--- config.mk ---
export PLATFORM = sky130hd
export DESIGN_NAME = trace_window_qualifier
export DESIGN_NICKNAME = d
export VERILOG_FILES = /design/src/hdl/twq_pkg.sv /design/src/hdl/twq_ctrl.sv /design/src/hdl/twq_dp.sv /design/src/hdl/trace_window_qualifier.sv
export SDC_FILE = /design/constraint.sdc
export NUM_CORES = 2
export LEC_CHECK = 0
export BUFFER_PORTS_ARGS = -buffer_cell sky130_fd_sc_hd__buf_2
export CELL_PAD_IN_SITES_DETAIL_PLACEMENT = 1
export CELL_PAD_IN_SITES_GLOBAL_PLACEMENT = 1
export CORE_UTILIZATION = 30
export DETAILED_ROUTE_END_ITERATION = 6
export GPL_TIMING_DRIVEN = 0
export PLACE_DENSITY = 0.6
export SETUP_SLACK_MARGIN = 0.2
export SLEW_MARGIN = 10
export SYNTH_ARGS = -nofsm -noshare
export SYNTH_HDL_FRONTEND = slang
export SYNTH_HIERARCHICAL = 1
export SYNTH_SLANG_ARGS = --single-unit
--- constraint.sdc ---
create_clock -name clk_i -period 14.95 [get_ports clk_i]
set_clock_uncertainty 0.15 [all_clocks]
set_input_delay 1.495 -clock clk_i [delete_from_list [all_inputs] [get_ports clk_i]]
set_output_delay 1.495 -clock clk_i [all_outputs]
set_load 0.01 [all_outputs]
--- src/hdl/twq_pkg.sv ---
`timescale 1ns / 1ps
package twq_pkg;

  // Count and register widths
  localparam int CNT_W     = 48;
  localparam int CFG_IDX_W = 3;
  localparam int DIV_CNT_W = $clog2(CNT_W);
  localparam logic [CNT_W-1:0] HARD_STOP_RESET = 48'd10000000000;

  // Register indexes
  localparam logic [CFG_IDX_W-1:0] REG_TRACE_MODE = 3'd0;
  localparam logic [CFG_IDX_W-1:0] REG_ROI_MODE   = 3'd1;
  localparam logic [CFG_IDX_W-1:0] REG_WIN_START  = 3'd2;
  localparam logic [CFG_IDX_W-1:0] REG_WIN_LENGTH = 3'd3;
  localparam logic [CFG_IDX_W-1:0] REG_WIN_GAP    = 3'd4;
  localparam logic [CFG_IDX_W-1:0] REG_WIN_END    = 3'd5;
  localparam logic [CFG_IDX_W-1:0] REG_HARD_STOP  = 3'd6;

  // Trace modes
  localparam logic [1:0] MODE_PROFILE = 2'd0;
  localparam logic [1:0] MODE_ALL     = 2'd1;
  localparam logic [1:0] MODE_UNIFORM = 2'd2;
  localparam logic [1:0] MODE_TABLE   = 2'd3;

  // Event opcodes
  localparam logic [1:0] OP_ENTER  = 2'd0;
  localparam logic [1:0] OP_INSN   = 2'd1;
  localparam logic [1:0] OP_APPEND = 2'd2;
  localparam logic [1:0] OP_UNUSED = 2'd3;

  // Status codes
  localparam logic [2:0] ST_OK         = 3'd0;
  localparam logic [2:0] ST_POP_EMPTY  = 3'd1;
  localparam logic [2:0] ST_STACK_FULL = 3'd2;
  localparam logic [2:0] ST_TABLE_FULL = 3'd3;
  localparam logic [2:0] ST_BAD_IVAL   = 3'd4;

  typedef enum logic [2:0] {
    S_IDLE,
    S_UPD,
    S_CHK,
    S_DIV,
    S_FIN
  } state_e;

  // Controller to datapath
  typedef struct packed {
    logic cap;
    logic upd;
    logic div_load;
    logic div_step;
    logic fin;
  } cmd_t;

  // Datapath to controller
  typedef struct packed {
    logic need_div;
    logic div_last;
    logic out_busy;
  } sts_t;

endpackage

--- src/hdl/twq_ctrl.sv ---
`timescale 1ns / 1ps
module twq_ctrl import twq_pkg::*; (
  input  logic clk_i,
  input  logic rst_ni,
  input  logic in_valid_i,
  output logic in_ready_o,
  input  sts_t sts_i,
  output cmd_t cmd_o
);

  state_e state_q, state_d;

  // State register
  always_ff @(posedge clk_i or negedge rst_ni) begin
    if (!rst_ni) begin
      state_q <= S_IDLE;
    end else begin
      state_q <= state_d;
    end
  end

  // Next state
  always_comb begin
    state_d = state_q;
    case (state_q)
      S_IDLE: begin
        if (in_valid_i) state_d = S_UPD;
      end
      S_UPD: state_d = S_CHK;
      S_CHK: begin
        state_d = sts_i.need_div ? S_DIV : S_FIN;
      end
      S_DIV: begin
        if (sts_i.div_last) state_d = S_FIN;
      end
      S_FIN: begin
        if (!sts_i.out_busy) state_d = S_IDLE;
      end
      default: state_d = S_IDLE;
    endcase
  end

  // Commands
  always_comb begin
    cmd_o      = '0;
    in_ready_o = 1'b0;
    case (state_q)
      S_IDLE: begin
        in_ready_o = 1'b1;
        cmd_o.cap  = in_valid_i;
      end
      S_UPD: cmd_o.upd = 1'b1;
      S_CHK: cmd_o.div_load = 1'b1;
      S_DIV: cmd_o.div_step = 1'b1;
      S_FIN: cmd_o.fin = !sts_i.out_busy;
      default: cmd_o = '0;
    endcase
  end

endmodule

--- src/hdl/twq_dp.sv ---
`timescale 1ns / 1ps
module twq_dp import twq_pkg::*; #(
  parameter int STACK_DEPTH    = 64,
  parameter int INTERVAL_SLOTS = 16
) (
  input  logic                 clk_i,
  input  logic                 rst_ni,
  input  cmd_t                 cmd_i,
  output sts_t                 sts_o,
  input  logic                 cfg_valid_i,
  input  logic [CFG_IDX_W-1:0] cfg_index_i,
  input  logic [CNT_W-1:0]     cfg_data_i,
  input  logic [1:0]           op_i,
  input  logic                 is_traced_i,
  input  logic                 is_ret_i,
  input  logic [CNT_W-1:0]     interval_low_i,
  input  logic [CNT_W-1:0]     interval_high_i,
  output logic                 out_valid_o,
  input  logic                 out_ready_i,
  output logic                 log_now_o,
  output logic                 switch_segment_o,
  output logic                 stop_now_o,
  output logic                 in_region_o,
  output logic [2:0]           status_o
);

  localparam int AW = (STACK_DEPTH > 1) ? $clog2(STACK_DEPTH) : 1;
  localparam int DW = $clog2(STACK_DEPTH + 1);
  localparam int IW = (INTERVAL_SLOTS > 1) ? $clog2(INTERVAL_SLOTS) : 1;
  localparam int OW = $clog2(INTERVAL_SLOTS + 1);
  localparam int TW = OW + 1;

  // Configuration
  logic [1:0]       mode_q;
  logic             roi_q;
  logic [CNT_W-1:0] wstart_q, wlen_q, wgap_q, wend_q, hstop_q;

  // Captured request
  logic [1:0]       op_q;
  logic             traced_q, ret_q;
  logic [CNT_W-1:0] lo_q, hi_q;

  // Trace state
  logic [CNT_W-1:0] total_q, region_q, lasthi_q;
  logic [DW-1:0]    depth_q, tf_q;
  logic [IW-1:0]    head_q;
  logic [OW-1:0]    occ_q;
  logic             full_q;

  // Memories
  logic             stack_mem [STACK_DEPTH];
  logic             stk_rd_q;
  logic [CNT_W-1:0] lows_mem  [INTERVAL_SLOTS];
  logic [CNT_W-1:0] highs_mem [INTERVAL_SLOTS];
  logic [CNT_W-1:0] hlo_q, hhi_q;

  // Remainder unit
  logic [CNT_W-1:0]     dvd_q;
  logic [CNT_W:0]       rem_q, rem_d;
  logic [DIV_CNT_W-1:0] dcnt_q;
  logic [CNT_W+1:0]     trial;

  // Output register
  logic       ovalid_q, olog_q, osw_q, ostop_q, oreg_q;
  logic [2:0] ost_q;

  logic             region_now, mod_ok, log_v, sw_v, retire, stop_v, pop_v;
  logic             bad_v;
  logic [CNT_W-1:0] cnow;
  logic [CNT_W:0]   period;
  logic [OW-1:0]    occ_after;
  logic [TW-1:0]    tsum, tail_w, hnext_w;
  logic [2:0]       st_v;

  assign region_now = !roi_q || (tf_q != '0);
  assign cnow       = roi_q ? region_q : total_q;
  assign period     = {1'b0, wlen_q} + {1'b0, wgap_q};
  assign mod_ok     = (period != '0) && (cnow >= wstart_q);

  assign sts_o.need_div = ((op_q == OP_ENTER) || (op_q == OP_INSN)) &&
                          (mode_q == MODE_UNIFORM) && region_now && mod_ok;
  assign sts_o.div_last = (dcnt_q == DIV_CNT_W'(CNT_W - 1));
  assign sts_o.out_busy = ovalid_q;

  // One restoring step per cycle
  assign trial = {rem_q, dvd_q[CNT_W-1]};
  always_comb begin
    if (trial >= {1'b0, period}) begin
      rem_d = (CNT_W+1)'(trial - {1'b0, period});
    end else begin
      rem_d = trial[CNT_W:0];
    end
  end

  // Decision logic
  always_comb begin
    log_v = 1'b0;
    case (mode_q)
      MODE_ALL:     log_v = 1'b1;
      MODE_UNIFORM: log_v = mod_ok && (rem_q < {1'b0, wlen_q});
      MODE_TABLE:   log_v = (occ_q != '0) && (cnow >= hlo_q) && (cnow < hhi_q);
      default:      log_v = 1'b0;
    endcase
    log_v = log_v && region_now;
  end

  always_comb begin
    sw_v = 1'b0;
    if ((op_q == OP_INSN) && log_v) begin
      case (mode_q)
        MODE_UNIFORM: sw_v = (wlen_q != '0) && (rem_q == {1'b0, wlen_q - CNT_W'(1)});
        MODE_TABLE:   sw_v = (cnow == hhi_q - CNT_W'(1));
        default:      sw_v = 1'b0;
      endcase
    end
  end

  assign retire    = sw_v && (mode_q == MODE_TABLE);
  assign occ_after = occ_q - OW'(retire);
  assign pop_v     = (op_q == OP_INSN) && roi_q && ret_q;
  assign stop_v    = (total_q == hstop_q) ||
                     ((mode_q == MODE_UNIFORM) && (cnow == wend_q)) ||
                     ((mode_q == MODE_TABLE) && (occ_after == '0));
  assign bad_v     = (lo_q >= hi_q) || ((occ_q != '0) && (lo_q < lasthi_q));

  assign tsum    = TW'(head_q) + TW'(occ_q);
  assign tail_w  = (tsum >= TW'(INTERVAL_SLOTS)) ? tsum - TW'(INTERVAL_SLOTS) : tsum;
  assign hnext_w = (TW'(head_q) + TW'(1) >= TW'(INTERVAL_SLOTS)) ? '0 :
                   TW'(head_q) + TW'(1);

  always_comb begin
    st_v = ST_OK;
    case (op_q)
      OP_ENTER: if (full_q) st_v = ST_STACK_FULL;
      OP_INSN:  if (pop_v && (depth_q == '0)) st_v = ST_POP_EMPTY;
      OP_APPEND: begin
        if (bad_v) st_v = ST_BAD_IVAL;
        else if (occ_q >= OW'(INTERVAL_SLOTS)) st_v = ST_TABLE_FULL;
      end
      default: st_v = ST_OK;
    endcase
  end

  // Configuration writes
  always_ff @(posedge clk_i or negedge rst_ni) begin
    if (!rst_ni) begin
      mode_q   <= MODE_PROFILE;
      roi_q    <= 1'b0;
      wstart_q <= '0;
      wlen_q   <= CNT_W'(1);
      wgap_q   <= '0;
      wend_q   <= '0;
      hstop_q  <= HARD_STOP_RESET;
    end else if (cfg_valid_i) begin
      case (cfg_index_i)
        REG_TRACE_MODE: mode_q   <= cfg_data_i[1:0];
        REG_ROI_MODE:   roi_q    <= cfg_data_i[0];
        REG_WIN_START:  wstart_q <= cfg_data_i;
        REG_WIN_LENGTH: wlen_q   <= cfg_data_i;
        REG_WIN_GAP:    wgap_q   <= cfg_data_i;
        REG_WIN_END:    wend_q   <= cfg_data_i;
        REG_HARD_STOP:  hstop_q  <= cfg_data_i;
        default: ;
      endcase
    end
  end

  // Request capture and remainder unit
  always_ff @(posedge clk_i) begin
    if (cmd_i.cap) begin
      op_q     <= op_i;
      traced_q <= is_traced_i;
      ret_q    <= is_ret_i;
      lo_q     <= interval_low_i;
      hi_q     <= interval_high_i;
    end
    if (cmd_i.upd) begin
      full_q <= roi_q && (depth_q >= DW'(STACK_DEPTH));
    end
    if (cmd_i.div_load) begin
      dvd_q  <= cnow - wstart_q;
      rem_q  <= '0;
      dcnt_q <= '0;
    end else if (cmd_i.div_step) begin
      dvd_q  <= {dvd_q[CNT_W-2:0], 1'b0};
      rem_q  <= rem_d;
      dcnt_q <= dcnt_q + DIV_CNT_W'(1);
    end
  end

  // Frame stack memory, top entry always read
  always_ff @(posedge clk_i) begin
    if (cmd_i.upd && (op_q == OP_ENTER) && roi_q && (depth_q < DW'(STACK_DEPTH))) begin
      stack_mem[AW'(depth_q)] <= traced_q;
    end
    stk_rd_q <= stack_mem[AW'(depth_q - DW'(1))];
  end

  // Interval table memory, head entry always read
  always_ff @(posedge clk_i) begin
    if (cmd_i.fin && (op_q == OP_APPEND) && (st_v == ST_OK)) begin
      lows_mem[IW'(tail_w)]  <= lo_q;
      highs_mem[IW'(tail_w)] <= hi_q;
    end
    hlo_q <= lows_mem[head_q];
    hhi_q <= highs_mem[head_q];
  end

  // Trace state
  always_ff @(posedge clk_i or negedge rst_ni) begin
    if (!rst_ni) begin
      total_q  <= '0;
      region_q <= '0;
      depth_q  <= '0;
      tf_q     <= '0;
      head_q   <= '0;
      occ_q    <= '0;
      lasthi_q <= '0;
    end else begin
      if (cmd_i.upd) begin
        if ((op_q == OP_ENTER) && roi_q && (depth_q < DW'(STACK_DEPTH))) begin
          depth_q <= depth_q + DW'(1);
          if (traced_q) tf_q <= tf_q + DW'(1);
        end
        if (op_q == OP_INSN) begin
          if (total_q != '1) total_q <= total_q + CNT_W'(1);
          if (roi_q && (tf_q != '0) && (region_q != '1)) region_q <= region_q + CNT_W'(1);
        end
      end
      if (cmd_i.fin) begin
        if (retire) begin
          head_q <= IW'(hnext_w);
        end
        if (op_q == OP_INSN) begin
          occ_q <= occ_after;
        end
        if (pop_v && (depth_q != '0)) begin
          depth_q <= depth_q - DW'(1);
          if (stk_rd_q && (tf_q != '0)) tf_q <= tf_q - DW'(1);
        end
        if ((op_q == OP_APPEND) && (st_v == ST_OK)) begin
          occ_q    <= occ_q + OW'(1);
          lasthi_q <= hi_q;
        end
      end
    end
  end

  // Result register
  always_ff @(posedge clk_i or negedge rst_ni) begin
    if (!rst_ni) begin
      ovalid_q <= 1'b0;
    end else if (cmd_i.fin) begin
      ovalid_q <= 1'b1;
    end else if (out_ready_i) begin
      ovalid_q <= 1'b0;
    end
  end

  always_ff @(posedge clk_i) begin
    if (cmd_i.fin) begin
      olog_q  <= ((op_q == OP_ENTER) || (op_q == OP_INSN)) && log_v;
      osw_q   <= sw_v;
      ostop_q <= (op_q == OP_INSN) && stop_v;
      oreg_q  <= (op_q != OP_UNUSED) && region_now;
      ost_q   <= st_v;
    end
  end

  assign out_valid_o      = ovalid_q;
  assign log_now_o        = olog_q;
  assign switch_segment_o = osw_q;
  assign stop_now_o       = ostop_q;
  assign in_region_o      = oreg_q;
  assign status_o         = ost_q;

endmodule

--- src/hdl/trace_window_qualifier.sv ---
`timescale 1ns / 1ps
// Flow: an accepted request passes the update, check and finish states to
//   the result register; in uniform-window mode a function enter or
//   instruction at or past the window start also runs the bit-serial
//   remainder unit (one quotient bit per cycle). No new request is taken
//   until finish completes; finish waits while the previous result is untaken.
// Reset: asynchronous, active low; clears counts, stack depth, interval queue
//   and result valid, and loads the configuration reset values.
module trace_window_qualifier import twq_pkg::*; #(
  parameter int STACK_DEPTH    = 64,
  parameter int INTERVAL_SLOTS = 16
) (
  input  logic                 clk_i,
  input  logic                 rst_ni,
  input  logic                 cfg_valid_i,
  output logic                 cfg_ready_o,
  input  logic [CFG_IDX_W-1:0] cfg_index_i,
  input  logic [CNT_W-1:0]     cfg_data_i,
  input  logic                 in_valid_i,
  output logic                 in_ready_o,
  input  logic [1:0]           op_i,
  input  logic                 is_traced_i,
  input  logic                 is_ret_i,
  input  logic [CNT_W-1:0]     interval_low_i,
  input  logic [CNT_W-1:0]     interval_high_i,
  output logic                 out_valid_o,
  input  logic                 out_ready_i,
  output logic                 log_now_o,
  output logic                 switch_segment_o,
  output logic                 stop_now_o,
  output logic                 in_region_o,
  output logic [2:0]           status_o
);

  cmd_t cmd;
  sts_t sts;

  assign cfg_ready_o = 1'b1;

  twq_ctrl u_ctrl (
    .clk_i      (clk_i),
    .rst_ni     (rst_ni),
    .in_valid_i (in_valid_i),
    .in_ready_o (in_ready_o),
    .sts_i      (sts),
    .cmd_o      (cmd)
  );

  twq_dp #(
    .STACK_DEPTH    (STACK_DEPTH),
    .INTERVAL_SLOTS (INTERVAL_SLOTS)
  ) u_dp (
    .clk_i            (clk_i),
    .rst_ni           (rst_ni),
    .cmd_i            (cmd),
    .sts_o            (sts),
    .cfg_valid_i      (cfg_valid_i),
    .cfg_index_i      (cfg_index_i),
    .cfg_data_i       (cfg_data_i),
    .op_i             (op_i),
    .is_traced_i      (is_traced_i),
    .is_ret_i         (is_ret_i),
    .interval_low_i   (interval_low_i),
    .interval_high_i  (interval_high_i),
    .out_valid_o      (out_valid_o),
    .out_ready_i      (out_ready_i),
    .log_now_o        (log_now_o),
    .switch_segment_o (switch_segment_o),
    .stop_now_o       (stop_now_o),
    .in_region_o      (in_region_o),
    .status_o         (status_o)
  );

endmodule
======== Word level (Yosys, flattened, before mapping) ========
Memories as Yosys holds them, arrays and structs flattened. A register that Yosys moved wholly into a read port is not among the register bits.
Index checks and enable logic that the tools add are counted.
word-level totals
  flip-flop bits (word level) ............. 625
  output and inout port bits .............. 10
  bits in writable memories ............... 1600
  input bits .............................. 156
  memories ................................ 3
memories
  name            depth  bits a word  rd ports  clocked after memory_dff  wr ports  RTL line      RTL
  u_dp.highs_mem  16     48           1         1                         1         twq_dp.sv:54  logic [CNT_W-1:0] highs_mem [INTERVAL_SLOTS];
  u_dp.lows_mem   16     48           1         1                         1         twq_dp.sv:53  logic [CNT_W-1:0] lows_mem [INTERVAL_SLOTS];
  u_dp.stack_mem  64     1            1         1                         1         twq_dp.sv:51  logic stack_mem [STACK_DEPTH];
cells by class
  reduce and logical (&&, ||, !) cells .... 67
  equal/unequal tests ..................... 26
  multiplexer cells ....................... 43
  add/subtract/negate cells ............... 17
  magnitude comparators ................... 12
operators by type and width
  operator               count
  $eq 48x48->1           3
  $ge 48x48->1           3
  $mux 48                3
  $add 48x1->48 const B  2
  $lt 48x48->1           2
  $ne 48x48->1 const B   2
  $sub 48x1->48 const B  2
  $mux 7                 10
  $ge 50x49->1           1
  $add 48x48->49         1
  $eq 49x48->1           1
  $lt 49x48->1           1
  $mux 49                1
  $reduce_bool 49->1     1
  $sub 49x49->49         1
  $reduce_bool 48->1     1
  $sub 48x48->48         1
  $logic_and 1x1->1      33
  $reduce_and 2->1       10
  $mux 3                 5
  $pmux 3 s5             1
  $add 7x1->7 const B    2
  $mux 1                 14
  $reduce_bool 7->1      2
  other kinds (33)       62

======== Longest topological paths before layout ========
  word-level depth ........................ 14
  depth in mapped cells ................... 28
  mapped depth without buffers ............ 25

======== Cells and area by module ========
The synthesis kept the hierarchy.
modules (own cells, without submodules)
  module                  area each (um2)  instances  sequential area each (um2)  cells each
  twq_dp                  105640.1         1          66073.4                     6964
  twq_ctrl                227.7            1          75.1                        25
  trace_window_qualifier  11.3             1          0.0                         2

======== Worst setup path after synthesis ========
No wires, ideal clock.
  path kind ............................... register to register
  start ................................... register u_dp.lo_q[0]
  end ..................................... memory u_dp.highs_mem[0][0] (enable)
  data required time ...................... 13980 ps
  library setup time ...................... 820 ps
  slack ................................... 1448 ps
  stages on the path, launching flop included .. 15
  arrival ................................. 12532 ps
  buffers on the path ..................... 0
  cells stage by stage .................... edfxtp_1 -> inv_1 -> ha_1 -> nand2b_1 -> a21o_1 -> a21o_1 -> a211o_1 -> a21oi_1 -> nor3_1 -> o21a_1 -> nor3_1 -> o21ai_0 -> o21ba_2 -> nand3_1 -> nor4b_1
between the ends
  longest elaborated chain between the ends .. 9
  elaborated cells on any way between the ends .. 10
ends and longest elaborated chain
  element                           RTL line       RTL
  start, declared                   twq_dp.sv:41   logic [CNT_W-1:0] lo_q, hi_q;
  start signal, assigned            twq_dp.sv:174  lo_q <= interval_low_i;
  $lt 48x48->1                      twq_dp.sv:124  assign bad_v = (lo_q >= hi_q) || ((occ_q != '0) && (lo_q < lasthi_q));
  $logic_and 1x1->1                 twq_dp.sv:124
  $logic_or 1x1->1 (*)              twq_dp.sv:124
  $mux 3 (*)                        twq_dp.sv:137  if (bad_v) st_v = ST_BAD_IVAL;
  $pmux 3 s3 (*)                    twq_dp.sv:133  case (op_q)
  $logic_not 3->1 (*)               twq_dp.sv:201  if (cmd_i.fin && (op_q == OP_APPEND) && (st_v == ST_OK)) begin
  $logic_and 1x1->1 (*)             twq_dp.sv:201
  $mux 1 (*)                        twq_dp.sv:201
  $mux 1 (implied by the code) (*)  twq_dp.sv:203  highs_mem[IW'(tail_w)] <= hi_q;
  end, declared                     twq_dp.sv:54
Every way passes the cells marked *; elsewhere a longest branch is shown, timed or not.

======== Final worst setup path ========
  start ................................... register u_dp.roi_q
  end ..................................... register u_dp.ostop_q, in the netlist u_dp/stop_now_o (data pin)
between the ends
  longest elaborated chain between the ends .. 14
  elaborated cells on any way between the ends .. 25
ends and longest elaborated chain
  element                               RTL line                      RTL
  start, declared                       twq_dp.sv:35                  logic roi_q;
  start signal, assigned                twq_dp.sv:157                 REG_ROI_MODE: roi_q <= cfg_data_i[0];
  $mux 48                               twq_dp.sv:76                  assign cnow = roi_q ? region_q : total_q;
  $ge 48x48->1 (on tied branches)       twq_dp.sv:101, twq_dp.sv:78
  $logic_and 1x1->1 (on tied branches)  twq_dp.sv:101, twq_dp.sv:78
  $logic_and 1x1->1 (on tied branches)  twq_dp.sv:101, twq_dp.sv:100
  $pmux 1 s3                            twq_dp.sv:98                  case (mode_q)
  $logic_and 1x1->1                     twq_dp.sv:104                 log_v = log_v && region_now;
  $logic_and 1x1->1                     twq_dp.sv:109                 if ((op_q == OP_INSN) && log_v) begin
  $mux 1                                twq_dp.sv:109
  $logic_and 1x1->1                     twq_dp.sv:118                 assign retire = sw_v && (mode_q == MODE_TABLE);
  $sub 5x1->5                           twq_dp.sv:119                 assign occ_after = occ_q - OW'(retire);
  $logic_not 5->1                       twq_dp.sv:123                 ((mode_q == MODE_TABLE) && (occ_after == '0));
  $logic_and 1x1->1                     twq_dp.sv:123
  $logic_or 1x1->1 (*)                  twq_dp.sv:122                 ((mode_q == MODE_UNIFORM) && (cnow == wend_q)) ||
  $logic_and 1x1->1 (*)                 twq_dp.sv:264                 ostop_q <= (op_q == OP_INSN) && stop_v;
  end signal, assigned                  twq_dp.sv:264
  end, declared                         twq_dp.sv:64                  logic ovalid_q, olog_q, osw_q, ostop_q, oreg_q;
Marks and branches as above.
A chain may end at the register's enable or synchronous reset.

==> metrics.txt <==
reg2reg setup slack=6.03 ns; CTS tree=done; setup slack at placement=5.68 ns; placed cell areas=0.115 mm2; DR vias/cell=5.26; Synth area leader=edfxtp_1; sequential cell area=0.0661 mm2; final WL=360000 um; Sw Pwr=6.23 mW; hold path cells=1; Avg Inst Size Synth=15.1 um2; peak fanout along the critical path=10; Seq cells post-synth=2322; final std cells w/o fill=12.6k; Hold Crit Start=u_dp/tf_q[6]; clock root cell=clkbuf_16; PwrDens=156 mW/mm2; via count=66.2k; Num CTS Buffers=262; Max-slew headroom=0.0772; Max-Cap Viols=0; Slew Viols, Final=0; Worst Hold Class=reg -> reg; clock power share=0.332; vias in the first global route=69.0k; post-synth cell types=96; Synth Instances=6991; largest stage delay on the critical path=0.92 ns; top cell type's share of synthesized area=0.498; clock slew at reported path FFs=0.06 ns; register area share after synthesis=0.625; grt met3 use=0.0257; global-route wire length before repair=510000 um; Clock Tree Buf Depth=4; met2 global-route usage=0.323; Antenna Violating Nets Remaining=0; DIE HEIGHT=596 um; GP Congestion=0.879; post-CTS setup buffers=0; prevailing post-synth register cell=edfxtp_1; outcome=complete, no violations; Setup Crit Path Kind=reg -> reg; WL/cell=28.6 um; met1 Track Usage GR=0.273; Hold Path Sink=u_dp/tf_q[6]; Nets=8332; cell mode on critical path=a21oi_1; Worst Setup Start Kind=flip-flop; H-tree levels=5; Critical-path top delay cell=mux2i_1; sequential power share=0.430; largest net degree at the start of global routing=109; Final min period=8.92 ns; setup violators final=0; Worst EP arrival=9.48 ns; reg2reg start=u_dp/roi_q; core area=0.350 mm2; I/O pin count=166; Final HPWL DP=271000 um; Starting Density=0.302; combinational share of power=0.237; filler cell count=36.4k; Tcrit/Tclk final=0.596; Finished Cell Area=0.124 mm2; Port-buffer cells=164; worst r2r dst=u_dp/stop_now_o; die width=596 um; initial antenna violation count=32; gr usage total=0.199; Least-Margin Pin Slew=1.35 ns; row cnt=217; drt drc=0; Clock Sinks=2322; clock latency on the worst-skew pair=0.91 ns; placed cells=12.1k; FMAX=0.112 GHz; Syn. warnings=6; required time of the critical path=15.51 ns; Most Crowded Layer GR=met2; drt pass-1 iters=5; Area contributors post-synth=edfxtp_1 50%, mux4_2 11%, dfrtp_1 9.5%; total global routing overflow=0; CP Launch Point=u_dp/roi_q; ys async rst share=0.178; EDFF count, synth=1756; Syn Nets=7553; Leak Pwr=44.9 nW; mapped cell area=0.106 mm2; die area=0.355 mm2; P_int=13.1 mW; post-CTS sizing=0; Multi-input gate area=0.0373 mm2; final worst setup slack=6.03 ns; sw frac=0.322; final hold vios=0; RSZ-0062 raised after global routing=no; drt first-iter violations=5594; crit end category=flip-flop; sum of negative setup slack=0 ns; Area growth syn-to-layout=17.1%; Max VDD drop=101 uV; CTS hold repair buffers=0; Reg2Reg Depth=26; share of post-route cells with drive strength above 1=0.222
-- how the worst max path moves through the flow --
stage	to	slack, ns	cells past startpoint
2_1_floorplan	u_dp/highs_mem[0][0]	1.45	14
3_3_place_gp	u_dp/lows_mem[8][9]	-15.77	10
3_5_place_dp	u_dp/stop_now_o	5.68	26
4_1_cts	u_dp/stop_now_o	5.61	26
5_1_grt	u_dp/stop_now_o	5.69	26
6_report	u_dp/stop_now_o	6.03	26
-- flip-flops by register name, indices dropped and copies added (netlist names), 7 cells and up --
register / cells
u_dp/highs_mem: 768
u_dp/lows_mem: 768
u_dp/stack_mem: 64
u_dp/rem_q: 49
u_dp/dvd_q: 48
u_dp/hhi_q: 48
u_dp/hi_q: 48
u_dp/hlo_q: 48
u_dp/hstop_q: 48
u_dp/lasthi_q: 48
u_dp/lo_q: 48
u_dp/region_q: 48
u_dp/total_q: 48
u_dp/wend_q: 48
u_dp/wgap_q: 48
u_dp/wlen_q: 48
u_dp/wstart_q: 48
u_dp/depth_q: 7
u_dp/tf_q: 7
-- through the flow --
stage	hold WS [ns]	util	power, mW
final	0.335	0.354	19.4
after global routing	0.350	0.354	20.2
after CTS	0.333	0.354	19.5
after detailed placement	0.322	0.330	13.0
after global placement	0.316	0.321	12.9
after floorplan	0.293	-	11.3
-- kinds of logic after synthesis --
logic type,Yosys count,share of synthesized area
compound gates,969,0.0595
mux,862,0.144
flops,2322,0.625
simple gates,1321,0.0636
other cells,1,0.0000354
fa+ha+maj,406,0.0483
xor+xnor,433,0.0358
buf+inv,677,0.0245
-- cell type report --
| cell class | count | area share |
|---|---|---|
| buffer | 262 | 0.00852 |
| clock inverter | 141 | 0.0106 |
| timing repair buffer | 515 | 0.0299 |
| tap | 4599 | 0.0464 |
| inverter | 415 | 0.0126 |
| multi-input combinational | 3992 | 0.301 |
| antenna | 11 | 0.000222 |
| sequential | 2322 | 0.533 |
| clock buffer | 332 | 0.0579 |
-- routing by layer --
layer | vias up | routed length (um)
met5 | - | 13
met4 | 2 | 13600
met3 | 490 | 20300
met2 | 2061 | 168000
met1 | 35100 | 158000
li1 | 28600 | -
-- Yosys cell counts (12+ instances only) --
cell	count
mux2i_1	119
nand2b_1	35
a31oi_1	23
nand2_1	299
o21bai_1	36
nand3_1	124
nand4_1	133
ha_1	402
inv_1	415
dfxtp_1	152
or2_2	13
a21o_1	143
nor4_1	55
and4_1	22
xnor2_1	300
buf_2	13
mux2_2	242
nor2b_1	44
and2_1	19
nor3_1	111
or4_1	13
or3_1	24
dfstp_2	12
o22ai_1	14
a211oi_1	71
buf_1	60
mux4_2	501
and3_1	42
xor2_1	133
edfxtp_1	1756
clkbuf_1	183
o21a_1	39
nor2_1	319
o211ai_1	43
dfrtp_1	402
o21ai_0	209
o31ai_1	15
a21oi_1	239
-- power groups by stage --
stage | clock [mW] | sequential, mW | combinational (mW)
4_1_cts | 6.57 | 8.33 | 4.59
3_5_place_dp | 0 | 8.46 | 4.55
5_1_grt | 6.79 | 8.40 | 5.02
6_report | 6.44 | 8.33 | 4.60
3_3_place_gp | 0 | 8.48 | 4.40
2_1_floorplan | 0 | 8.14 | 3.12
-- worst max-delay path, delay by kind of cell, from the launching register on --
kind                     cells  cell delay (ns)
AO/OA/AOI/OAI               11             3.38
AND/OR/NAND/NOR              6             1.51
buffers and inverters        4             1.40
adder cells (fa/ha/maj)      4             1.06
multiplexers                 1             0.92
flip-flops                   1             0.32
-- cells in the final DEF (no fill, tap or decap), types with 39 or more instances in the layout --
cell type / n
nand2_1: 299
a21o_1: 143
clkbuf_1: 218
inv_1: 415
dfxtp_1: 152
nand4_1: 133
xor2_1: 133
clkinv_2: 51
buf_1: 48
o21ai_0: 209
buf_4: 265
edfxtp_1: 1756
o21a_1: 39
nand3_1: 124
nor3_1: 104
o211ai_1: 43
buf_2: 213
nor2_1: 318
clkinv_1: 42
buf_6: 46
a211oi_1: 70
nor2b_1: 44
dfrtp_1: 402
clkbuf_16: 269
xnor2_1: 300
ha_1: 402
mux4_2: 501
mux2i_1: 119
nor4_1: 45
mux2_2: 242
a21oi_1: 239
and3_1: 42
Power figures use the tool's default switching activity.
